### src/bbq_pkg.sv
// shared types, constants and codes for the byte budget tail drop queue
package bbq_pkg;

    localparam int FIFO_DEPTH = 64;
    localparam int PTR_W      = $clog2(FIFO_DEPTH);
    localparam int CNT_W      = $clog2(FIFO_DEPTH + 1);

    localparam int LEN_W      = 16;
    localparam int BYTES_W    = 20;
    localparam int RATE_W     = 16;
    localparam int CFG_IDX_W  = 1;
    localparam int CFG_DATA_W = 20;

    localparam int IN_DATA_W  = 112;
    localparam int OUT_DATA_W = 136;

    localparam logic [BYTES_W-1:0] MAX_BYTES_RESET = 20'd65536;
    localparam logic [RATE_W-1:0]  RATE_RESET      = 16'd1;

    typedef enum logic [1:0] {
        EV_ACCEPTED = 2'd0,
        EV_DROPPED  = 2'd1,
        EV_DEPARTED = 2'd2
    } event_t;

    typedef enum logic {
        KIND_ARRIVAL = 1'b0,
        KIND_TICK    = 1'b1
    } kind_t;

    typedef enum logic [CFG_IDX_W-1:0] {
        CFG_MAX_QUEUE_BYTES      = 1'b0,
        CFG_DRAIN_BYTES_PER_TICK = 1'b1
    } cfg_index_t;

    typedef struct packed {
        logic [LEN_W-1:0] len;
        logic [31:0]      stamp;
        logic [31:0]      seq;
        logic [15:0]      dst;
        logic [15:0]      src;
    } descriptor_t;

    typedef struct packed {
        logic        is_tick;
        descriptor_t desc;
    } command_t;

endpackage

### src/bbq_front.sv
// front end: takes input transfers, classifies them and queues commands
module bbq_front
    import bbq_pkg::*;
(
    input  logic                 aclk,
    input  logic                 aresetn,
    input  logic                 s_axis_tvalid,
    output logic                 s_axis_tready,
    input  logic [IN_DATA_W-1:0] s_axis_tdata,
    input  logic                 s_axis_tuser,
    output logic                 cmd_valid,
    input  logic                 cmd_ready,
    output command_t             cmd
);

    command_t   entry_reg [2];
    logic       wr_ptr_reg, wr_ptr_next;
    logic       rd_ptr_reg, rd_ptr_next;
    logic [1:0] count_reg, count_next;
    logic       push, pop;
    command_t   in_cmd;

    always_comb begin
        in_cmd.is_tick    = (s_axis_tuser == KIND_TICK);
        in_cmd.desc.src   = s_axis_tdata[15:0];
        in_cmd.desc.dst   = s_axis_tdata[31:16];
        in_cmd.desc.seq   = s_axis_tdata[63:32];
        in_cmd.desc.stamp = s_axis_tdata[95:64];
        in_cmd.desc.len   = s_axis_tdata[111:96];
    end

    assign s_axis_tready = (count_reg != 2'd2);
    assign cmd_valid     = (count_reg != 2'd0);
    assign cmd           = entry_reg[rd_ptr_reg];
    assign push          = s_axis_tvalid && s_axis_tready;
    assign pop           = cmd_valid && cmd_ready;

    always_comb begin
        wr_ptr_next = push ? ~wr_ptr_reg : wr_ptr_reg;
        rd_ptr_next = pop ? ~rd_ptr_reg : rd_ptr_reg;
        count_next  = count_reg + {1'b0, push} - {1'b0, pop};
    end

    always_ff @(posedge aclk) begin
        if (!aresetn) begin
            wr_ptr_reg <= 1'b0;
            rd_ptr_reg <= 1'b0;
            count_reg  <= 2'd0;
        end else begin
            wr_ptr_reg <= wr_ptr_next;
            rd_ptr_reg <= rd_ptr_next;
            count_reg  <= count_next;
        end
    end

    always_ff @(posedge aclk) begin
        if (push) begin
            entry_reg[wr_ptr_reg] <= in_cmd;
        end
    end

`ifndef SYNTH
    a_count_range: assert property (@(posedge aclk) disable iff (!aresetn)
        count_reg != 2'd3)
        else $error("front queue count out of range");
    a_full_no_push: assert property (@(posedge aclk) disable iff (!aresetn)
        (count_reg == 2'd2 && !pop) |=> count_reg == 2'd2)
        else $error("front queue lost an entry while full");
    a_ptrs_when_empty: assert property (@(posedge aclk) disable iff (!aresetn)
        (count_reg == 2'd0) |-> (wr_ptr_reg == rd_ptr_reg))
        else $error("front queue pointers disagree while empty");
`endif

endmodule

### config.mk
export PLATFORM = sky130hd
export DESIGN_NAME = bbq_front
export DESIGN_NICKNAME = d
export VERILOG_FILES = /design/src/bbq_pkg.sv /design/src/bbq_front.sv
export SDC_FILE = /design/constraint.sdc
export NUM_CORES = 1
export LEC_CHECK = 0
export BUFFER_PORTS_ARGS = -buffer_cell sky130_fd_sc_hd__buf_2
export CAP_MARGIN = 20
export CORE_UTILIZATION = 30
export CTS_BUF_LIST = sky130_fd_sc_hd__clkbuf_4 sky130_fd_sc_hd__clkbuf_8
export DETAILED_ROUTE_END_ITERATION = 10
export PLACE_DENSITY = 0.46
export SLEW_MARGIN = 20
export SYNTH_ARGS = -nofsm -noshare
export SYNTH_HDL_FRONTEND = slang
export SYNTH_SLANG_ARGS = --single-unit
export TNS_END_PERCENT = 10
### constraint.sdc
create_clock -name aclk -period 9.1 [get_ports aclk]
set_input_delay 0.455 -clock aclk [delete_from_list [all_inputs] [get_ports aclk]]
set_output_delay 0.455 -clock aclk [all_outputs]
set_load 0.05 [all_outputs]
[After elaboration in Yosys (flattened, before gate mapping)]
Memory sizes are Yosys's and may differ from the RTL's. A register that Yosys moved wholly into a read port is not among the register bits.
Index checks and enable logic that the tools add are counted.
Widths: inputs -> output; s select.
Word-level totals
  flip-flop bits (word level): 4
  RAM bits: 226
  input bits: 117
  output and inout port bits: 115
  logic and storage cells: 16
  memories: 1
Cells by class
  $add $sub $neg: 2
  equal/unequal tests: 1
  mux-type cells: 4
  bitwise operators: 2
  reduce and logical (&&, ||, !) cells: 3
Memory list
  entry_reg: words 2, bits a word 113, rd ports 1, clocked after memory_dff 1, wr ports 1, line bbq_front.sv:16  | command_t entry_reg [2];
Operators by type and width (number)
  $mux 1: 4
  $add 2x1->2: 1
  $logic_and 1x1->1: 2
  $ne 2x2->1 const B: 1
  $not 1->1: 2
  $reduce_bool 2->1: 1
  $sub 2x1->2: 1

[Longest topological paths before layout]
Gate-level depths: netlist of the first run.
  depth in word-level cells: 4
  gate-level depth with buffers: 8
  depth with buffers taken out: 8

[Least setup slack after synthesis of the first run]
Ideal clock, no wire load.
  kind: reg-to-reg
  from: register count_reg[0]
  to: memory entry_reg[0][0] (netlist name), enable pin
  library setup time: 0.587 ns
  data arrival time: 5.730 ns
  required time: 8.513 ns
  setup slack: 2.783 ns
  cell stages (with the launch flop): 4
  path buffers: 0
  clock period less this slack: 6.317 ns
  cells stage by stage: dfxtp_1 nand2b_1 nand2_1 nor2_1
On the way
  word-level cells in the longest chain between the ends: 4
Ends and longest elaborated chain
  from (decl): line bbq_front.sv:19  | logic [1:0] count_reg, count_next;
  from (signal assigned): line bbq_front.sv:52  | count_reg <= count_next;
  $ne 2x2->1: line bbq_front.sv:32  | assign s_axis_tready = (count_reg != 2'd2);
  via s_axis_tready: line bbq_front.sv:8  | output logic s_axis_tready,
  $logic_and 1x1->1: line bbq_front.sv:35  | assign push = s_axis_tvalid && s_axis_tready;
  $mux 1: line bbq_front.sv:57  | if (push) begin
  $mux 1 (not written as such): line bbq_front.sv:58  | entry_reg[wr_ptr_reg] <= in_cmd;
  to (decl): line bbq_front.sv:16
The timed path passes the listed nets, and every way through them passes these cells.

==> flow_summary.yaml, run 1 <==
die:
  start_util_pct: 30.9
  rows: 61
  die_w_um: 172
  dieArea_um2: 29600
  ios: 232
  die_h_um: 172
  coreArea_um2: 28100
detailed_routing:
  wl_per_cell_um: 16.2
  drc: 0
  vias: 4339
  antenna_left: 0
  drt_wl_total_mm: 17.0
  firstDrtPassIters: 4
  dr.first_iter.drc_count: 172
  viasPerCell: 4.14
critical_path:
  crit_type: "reg -> out"
  r2r_start: "count_reg[0]"
  crit_chain: "buf_4, mux2_2, buf_2"
  cp.required_ps: 8650
  slowest_delay_ps: 960
  cp.arrival_ps: 3080
  end_kind: "output pin"
  critical-path-top-delay-family: "buffers and inverters"
  path_buf_inv: 2
  critPathLaunchType: "flip-flop"
  crit_fanout: 58
  crit_slowest_cell: "buf_4"
clocking:
  clockBufferDepth: 3
  postCtsHoldBufs: 0
  clock-sinks: 231
  htreeDepth: 2
  path_clk_slew_ps: 60
  post_cts_buffers: 0
  cts_resized: 0
  insertion_delay_ps: 530
  numCtsBuffers: 41
  cts_tree: "built"
  ctsRootBufferMaster: "clkbuf_8"
placed_design:
  portBuffers: 231
  dp.final_hpwl_mm: 10.8
  dp_cells: 976
  pre_cts_ws_ps: 6000
  place_congestion: 0.683
  placed_area_um2: 10200
timing:
  relSlewSlack_pct: 28.4
  fin_ws_ps: 5560
  rsz0062_at_grt: "no"
  maxSlewViolCount: 0
  max_freq_mhz: 283
  setup_viol: 0
  hold_viol_final: 0
  worst_pin_slew_ps: 1070
  fin_tns_setup_ps: 0
  whs_ps: 114
  finClkSkew_ps: 25.6
  layout_min_cycle_time_ps: 3540
  period_share_pct: 38.9
logic_synthesis:
  synth_top_area_cell: "edfxtp_1"
  synthesis.instances: 376
  syn_nets: 495
  ys_types: 19
  netlist_top_cells_area: "edfxtp_1 78%, mux2_4 12%, mux2_2 5.6%"
  ys_warn_count: 0
  postSynthAreaPerCell_um2: 23.1
  ys_seq_area_share_pct: 79.3
  synth.cell_area_um2: 8680
  ys_ff_latch: 231
  netlist.area_leader.share_pct: 78.2
power_and_ir_drop:
  p_switching_w: 0.00127
  pwr-share-seq_pct: 40.2
  ir_drop_v: 0.000173
  p_int_w: 0.00222
  switching_share_pct: 36.4
  clockPowerShare_pct: 26.2
  combPwrFrac_pct: 33.5
  power.density_nw_per_um2: 317
  leakage_nw: 4.22
global_routing:
  gr-total-overflow: 0
  use_met2_pct: 18.3
  use_met3_pct: 3.85
  grt_pass1_wl_mm: 24.9
  use_met1_pct: 13.4
  grt_pass1_vias: 4663
  grt_max_degree: 70
  grt_use_total_pct: 11.2
  grt.busiest_layer: "met2"
  antenna_found_initial: 1
status:
  outcome: "finished, final reports clean"
finish:
  syn_to_final_growth_pct: 27.0
  drive_above_1_share_pct: 61.8
  final_cells: 1049
  final_common_cell: "buf_2"
  nNetsFinal: 760
  layout_common_cells: "231 x buf_2, 226 x edfxtp_1, 70 x mux2_4"
  post-route-cell-area_um2: 11000
  antennaDiodeCount: 0
  largest_register_ffs: 226
min_path:
  worstHoldStart: "s_axis_tdata[60]"
  min_path_type: "in -> reg"
flow_run:
  max_cap_violations: 0
worst reg2reg max path, cell delays in order, from the launching register on:
cell and delay, ps:
dfxtp_1 360, nand2b_1 180, and3_4 680, buf_4 860
Yosys cell counts:
master,number
edfxtp_1,226
mux2_4,70
mux2_2,43
buf_6,8
dfxtp_1,5
buf_2,4
xnor2_1,3
and2_1,2
ha_1,2
nand2_1,2
nand2b_1,2
nor2b_1,2
and3_1,1
buf_8,1
inv_1,1
mux2i_1,1
nor2_1,1
o21a_1,1
or2_2,1
metal layers:
metal  vias up  routed length (um)
met5         -                  13
met4         2                 434
met3        43                1490
met2       178                7970
met1      2086                7070
li1       2030                   -
path summary, 6_finish.rpt:
check                     end  slack (ps)  cells past startpoint
max reg2reg  entry_reg[1][24]        6580                      3
min          entry_reg[1][60]         110                      1
max                    cmd[0]        5560                      3
min reg2reg         flip-flop         540                      2
cell type report:
cell class / count / area (um^2)
fillers: 2681 / 17100
flip-flops and latches: 231 / 6890
multi-input cells: 131 / 1680
repair buffers: 235 / 1190
clock buffers: 58 / 704
well taps: 378 / 473
clock inverters: 15 / 90.1
inverters: 1 / 3.75
metrics by stage:
stage | util, % | total power (W)
after CTS | 39.3 | 0.00357
after global placement | 36.4 | 0.00261
after floorplan | - | 0.00240
final | 39.3 | 0.00350
after detailed placement | 36.4 | 0.00263
after global routing | 39.3 | 0.00366
logic make-up after synthesis:
family,Yosys count,synth area share (%)
xor+xnor,3,0.303
mux,114,17.8
fa+ha+maj,2,0.288
buf+inv,14,1.48
flops,231,79.3
compound gates,1,0.0865
simple gates,11,0.706
power groups by stage:
stage / clock, W / sequential [W] / combinational [W]
2_1_floorplan: 0 / 0.00141 / 0.000996
3_3_place_gp: 0 / 0.00143 / 0.00119
3_5_place_dp: 0 / 0.00143 / 0.00119
5_1_grt: 0.00100 / 0.00143 / 0.00123
6_report: 0.000918 / 0.00141 / 0.00117
4_1_cts: 0.000960 / 0.00141 / 0.00119
No activity file was read; power rests on OpenSTA's default activity.
==> run 2, diff against run 1 <==
==> constraint.sdc (replaced) <==
create_clock -name aclk -period 3.4 [get_ports aclk]
set_input_delay 0.17 -clock aclk [delete_from_list [all_inputs] [get_ports aclk]]
set_output_delay 0.17 -clock aclk [all_outputs]
set_load 0.05 [all_outputs]
==> run 2 against run 1 <==
Net effect: clock-buffer cell count unchanged; clock skew down 15 ps; core utilization up 4.4 points; total power rose to 2.7 times the previous value; sequential power rose to 2.6 times the previous value; critical path depth unchanged; sequential cell count unchanged; sequential share of layout area down 6.3 points; global-route usage up 0.55 points; critical path type unchanged.
==> flow_summary.yaml, run 2 (synthesis gave the netlist of run 1 again) <==
timing:
  whs_ps: 56.7
  relSlewSlack_pct: 51.8
  rsz0062_at_grt: "no"
  max_freq_mhz: 420
  period_share_pct: 70.0
  hold_viol_final: 0
  maxSlewViolCount: 0
  fin_ws_ps: 1020
  worst_pin_slew_ps: 721
  fin_tns_setup_ps: 0
  layout_min_cycle_time_ps: 2380
  finClkSkew_ps: 10.8
  setup_viol: 0
clocking:
  path_clk_slew_ps: 60
  insertion_delay_ps: 520
  ctsRootBufferMaster: "clkbuf_8"
  clock-sinks: 231
  cts_tree: "built"
  htreeDepth: 2
  numCtsBuffers: 41
  cts_resized: 0
  clockBufferDepth: 3
placed_design:
  dp.final_hpwl_mm: 11.1
  portBuffers: 231
  pre_cts_ws_ps: 1330
  place_congestion: 0.669
  placed_area_um2: 10300
die:
  start_util_pct: 30.9
  rows: 61
  ios: 232
  coreArea_um2: 28100
  dieArea_um2: 29600
  die_w_um: 172
  die_h_um: 172
detailed_routing:
  dr.first_iter.drc_count: 202
  met3WireLength_mm: 1.61
  wl_met2_mm: 8.46
  m1WireLength_mm: 7.26
  firstDrtPassIters: 4
  wl_per_cell_um: 15.3
  antenna_left: 0
  drc: 0
  viasPerCell: 4.11
  drt_wl_total_mm: 17.8
  top_layer_used: "met4"
  vias: 4785
global_routing:
  grt_pass1_vias: 5197
  grt_use_total_pct: 11.7
  antenna_found_initial: 0
  gr-total-overflow: 0
  grt_pass1_wl_mm: 26.5
  grt_max_degree: 68
power_and_ir_drop:
  leakage_nw: 4.74
  power.density_nw_per_um2: 781
  ir_drop_v: 0.000530
  finalPower_w: 0.00958
critical_path:
  r2r_end: "entry_reg[0][49]"
  cp.arrival_ps: 2210
  crit_fanout: 65
  end_kind: "output pin"
  crit_type: "reg -> out"
  cp.required_ps: 3230
  rrSetupSlack_ps: 1390
  reg2regPathDepth: 4
  r2r_start: "count_reg[0]"
  critPathLaunchType: "flip-flop"
finish:
  post-route-cell-area_um2: 12300
  antennaDiodeCount: 0
  nNetsFinal: 877
  drive_above_1_share_pct: 53.4
  final_common_cell: "buf_2"
  largest_register_ffs: 226
  syn_to_final_growth_pct: 41.2
  layout_common_cells: "231 x buf_2, 226 x edfxtp_1, 114 x dlygate4sd3_1"
min_path:
  min_to: "wr_ptr_reg"
  worstHoldStart: "s_axis_tvalid"
  hold_depth: 3
  min_path_type: "in -> reg"
status:
  outcome: "finished, final reports clean"
flow_run:
  max_cap_violations: 0
==> run 2: worst max-delay path by stage <==
stage / slack, ps / end
finish: 1020 / cmd[21]
global route: 900 / cmd[21]
CTS: 930 / cmd[20]
detailed placement: 1330 / entry_reg[0][98]
global placement: 1410 / entry_reg[0][98]
floorplan: -650 / entry_reg[1][0]
==> run 2: routing by layer <==
metal | global-route usage, % | up-vias
met5 | 0 | -
met4 | 4.69 | 0
met3 | 4.62 | 43
met2 | 20.1 | 191
met1 | 13.0 | 2295
li1 | - | 2256
==> run 2: what timing repair did <==
action | CTS | global route
buffers inserted | 0 | 0
hold buffers | 114 | 0
hold endpoints to repair | 231 | 0
==> run 2: cell type report <==
| class | instances | area, um^2 |
|---|---|---|
| flip-flops and latches | 231 | 6890 |
| inverters | 1 | 3.75 |
| repair buffers | 352 | 2400 |
| fillers | 2607 | 15800 |
| clock buffers | 58 | 704 |
| clock inverters | 13 | 110 |
| well taps | 378 | 473 |
| multi-input cells | 131 | 1680 |
==> run 2: report_power, final <==
group | internal (W) | switching (W) | leakage (nW) | total, W
combinational | 0.00108 | 0.00227 | 2.16 | 0.00335
sequential | 0.00358 | 0.000120 | 2.15 | 0.00370
clock | 0.00148 | 0.00105 | 0.432 | 0.00253
==> run 2: through the flow <==
step                utilization, %  instances
detailed placement            36.7        979
CTS                           43.6       1164
floorplan                        -        376
global placement              36.7        979
finish                        43.6       1164
global route                  43.6       1164
==> run 2: critical path, stage by stage (launching register included) <==
cell and delay, ps:
dfxtp_4 540, buf_12 410, mux2_2 410, buf_2 210
==> run 3, diff against run 2 <==
--- a/config.mk
+++ b/config.mk
@@ -5,6 +5,7 @@
 export SDC_FILE = /design/constraint.sdc
 export NUM_CORES = 1
 export LEC_CHECK = 0
+export ABC_AREA = 1
 export BUFFER_PORTS_ARGS = -buffer_cell sky130_fd_sc_hd__buf_2
 export CAP_MARGIN = 20
 export CORE_UTILIZATION = 30
==> constraint.sdc (replaced) <==
create_clock -name aclk -period 2.3 [get_ports aclk]
set_input_delay 0.115 -clock aclk [delete_from_list [all_inputs] [get_ports aclk]]
set_output_delay 0.115 -clock aclk [all_outputs]
set_load 0.05 [all_outputs]
==> run 3 against run 2 <==
Net effect: sequential power grew 49%; clock-buffer cell count grew 1; worst setup slack lost 850 ps; cell area is essentially flat; sequential share of layout area is essentially flat; worst hold slack gained 270 ps; die area is essentially flat; global-route usage grew 0.48 points.
==> flow_summary.yaml, run 3 <==
finish:
  nNetsFinal: 892
  antennaDiodeCount: 0
  layout_common_cells: "231 x buf_2, 226 x edfxtp_1, 116 x dlygate4sd3_1"
  syn_to_final_growth_pct: 41.1
  fill_cells: 2556
  final_common_cell: "buf_2"
  drive_above_1_share_pct: 53.2
  final_cells: 1173
  largest_register_ffs: 226
clocking:
  cts_tree: "built"
  path_clk_slew_ps: 60
  clockBufferDepth: 3
  insertion_delay_ps: 510
  htreeDepth: 2
  cts_resized: 0
  post_cts_buffers: 0
  ctsRootBufferMaster: "clkbuf_8"
  clock-sinks: 231
  numCtsBuffers: 40
flow_run:
  max_cap_violations: 0
logic_synthesis:
  synth_most_common_cell: "edfxtp_1"
  netlist.area_leader.share_pct: 78.1
  ys_warn_count: 0
  async_flop_share_pct: 0
  syn_nets: 507
  yosys_most_used_dff: "edfxtp_1"
  synthesis.instances: 388
  synth-edff-count: 226
  ys_seq_area_share_pct: 79.3
  synth.cell_area_um2: 8690
  synth_top_area_cell: "edfxtp_1"
  postSynthAreaPerCell_um2: 22.4
  netlist_top_cells_count: "226 x edfxtp_1, 70 x mux2_4, 43 x mux2_2, 9 x nand2_1"
  ys_types: 13
  ys_ff_latch: 231
  netlist_top_cells_area: "edfxtp_1 78%, mux2_4 12%, mux2_2 5.6%"
detailed_routing:
  vias: 4845
  drt_wl_total_mm: 18.5
  viasPerCell: 4.13
  wl_per_cell_um: 15.8
  drc: 0
  firstDrtPassIters: 4
  antenna_left: 0
  dr.first_iter.drc_count: 167
timing:
  rsz0062_at_grt: "no"
  finClkSkew_ps: 8.24
  layout_min_cycle_time_ps: 2130
  hold_viol_final: 0
  relSlewSlack_pct: 60.3
  period_share_pct: 92.7
  setup_viol: 0
  max_freq_mhz: 469
  whs_ps: 326
  worst_pin_slew_ps: 596
  maxSlewViolCount: 0
power_and_ir_drop:
  ir_drop_v: 0.000686
  power.density_nw_per_um2: 1140
  leakage_nw: 4.76
die:
  start_util_pct: 30.8
  rows: 61
  dieArea_um2: 29600
  die_h_um: 172
  coreArea_um2: 28200
  ios: 232
  die_w_um: 172
critical_path:
  crit_fanout: 20
  cp.arrival_ps: 2020
  slowest_delay_ps: 540
  end_kind: "output pin"
  cp.required_ps: 2180
  crit_type: "reg -> out"
  critPathLaunchType: "flip-flop"
  crit_slowest_cell: "dfxtp_4"
  crit_chain: "buf_4, mux2_2, buf_2"
  rrSetupSlack_ps: 710
global_routing:
  gr-total-overflow: 0
  antenna_found_initial: 0
  grt_max_degree: 79
  grt_pass1_vias: 5286
  grt_use_total_pct: 12.2
  grt_pass1_wl_mm: 27.3
min_path:
  min_path_type: "in -> reg"
placed_design:
  dp.final_hpwl_mm: 11.6
  dp_cells: 993
  place_congestion: 0.730
  portBuffers: 231
status:
  outcome: "finished, final reports clean"
-- run 3: through the flow --
stage	TNS, ps	total power, W	area [um^2]	setup slack [ps]	util [%]
after CTS	0	0.0142	12300	93.5	43.5
after global routing	0	0.0146	12300	40.9	43.5
final	0	0.0139	12300	168	43.5
after floorplan	-84830	0.00944	8730	-381	-
after detailed placement	0	0.0105	10400	673	36.8
after global placement	0	0.0104	10400	712	36.8
-- run 3: cell families (layout without fill, tap and decap cells) --
family / after synthesis / count (layout) / synth area share (%)
DFF: 231 / 231 / 79.3
muxes: 113 / 113 / 17.7
and+or+nand+nor: 20 / 20 / 0.907
buffers and inverters: 20 / 427 / 1.74
adders and majority gates: 2 / 2 / 0.288
AOI/OAI and AO/OA: 2 / 2 / 0.115
-- run 3: repair_timing --
item / 4_1_cts / 5_1_grt
setup endpoints to repair: 0 / 0
hold endpoints to repair: 231 / 0
hold buffers: 116 / 0
-- run 3: final cells by class --
| type | instances | area, um^2 | area share, % |
|---|---|---|---|
| timing repair buffer | 356 | 2450 | 20.0 |
| multi-input combinational | 137 | 1690 | 13.7 |
| inverter | 7 | 30.0 | 0.245 |
| tap | 378 | 473 | 3.86 |
| sequential | 231 | 6890 | 56.2 |
| clock buffer | 59 | 712 | 5.81 |
| clock inverter | 5 | 21.3 | 0.173 |
-- run 3: worst paths after layout --
path	start	endpoint	depth (start not counted)
worst min-delay path	s_axis_tdata[103]	entry_reg[0][103]	2
worst min register to register	rd_ptr_reg	flip-flop	2
worst max register to register	count_reg[0]	entry_reg[1][51]	5
worst max-delay path	flip-flop	cmd[19]	3
-- run 3: critical path: cells and delay by family (launching register included) --
| family | cells | cell delay [ps] |
|---|---|---|
| buf+inv | 2 | 570 |
| flops | 1 | 540 |
| mux | 1 | 380 |
-- run 3: where the power goes --
part / leakage, nW / total, W / internal, W / switching [W]
registers: 2.15 / 0.00553 / 0.00534 / 0.000194
clock network: 0.395 / 0.00346 / 0.00195 / 0.00151
logic: 2.21 / 0.00495 / 0.00157 / 0.00339
-- run 3: layer usage --
layer	wire (um)	up-vias	global-route usage [%]	share of wire [%]
met5	0	-	0	0
met4	494	0	5.46	2.7
met3	1690	43	4.51	9.1
met2	8640	198	20.2	47
met1	7720	2310	14.1	42
li1	-	2294	-	-
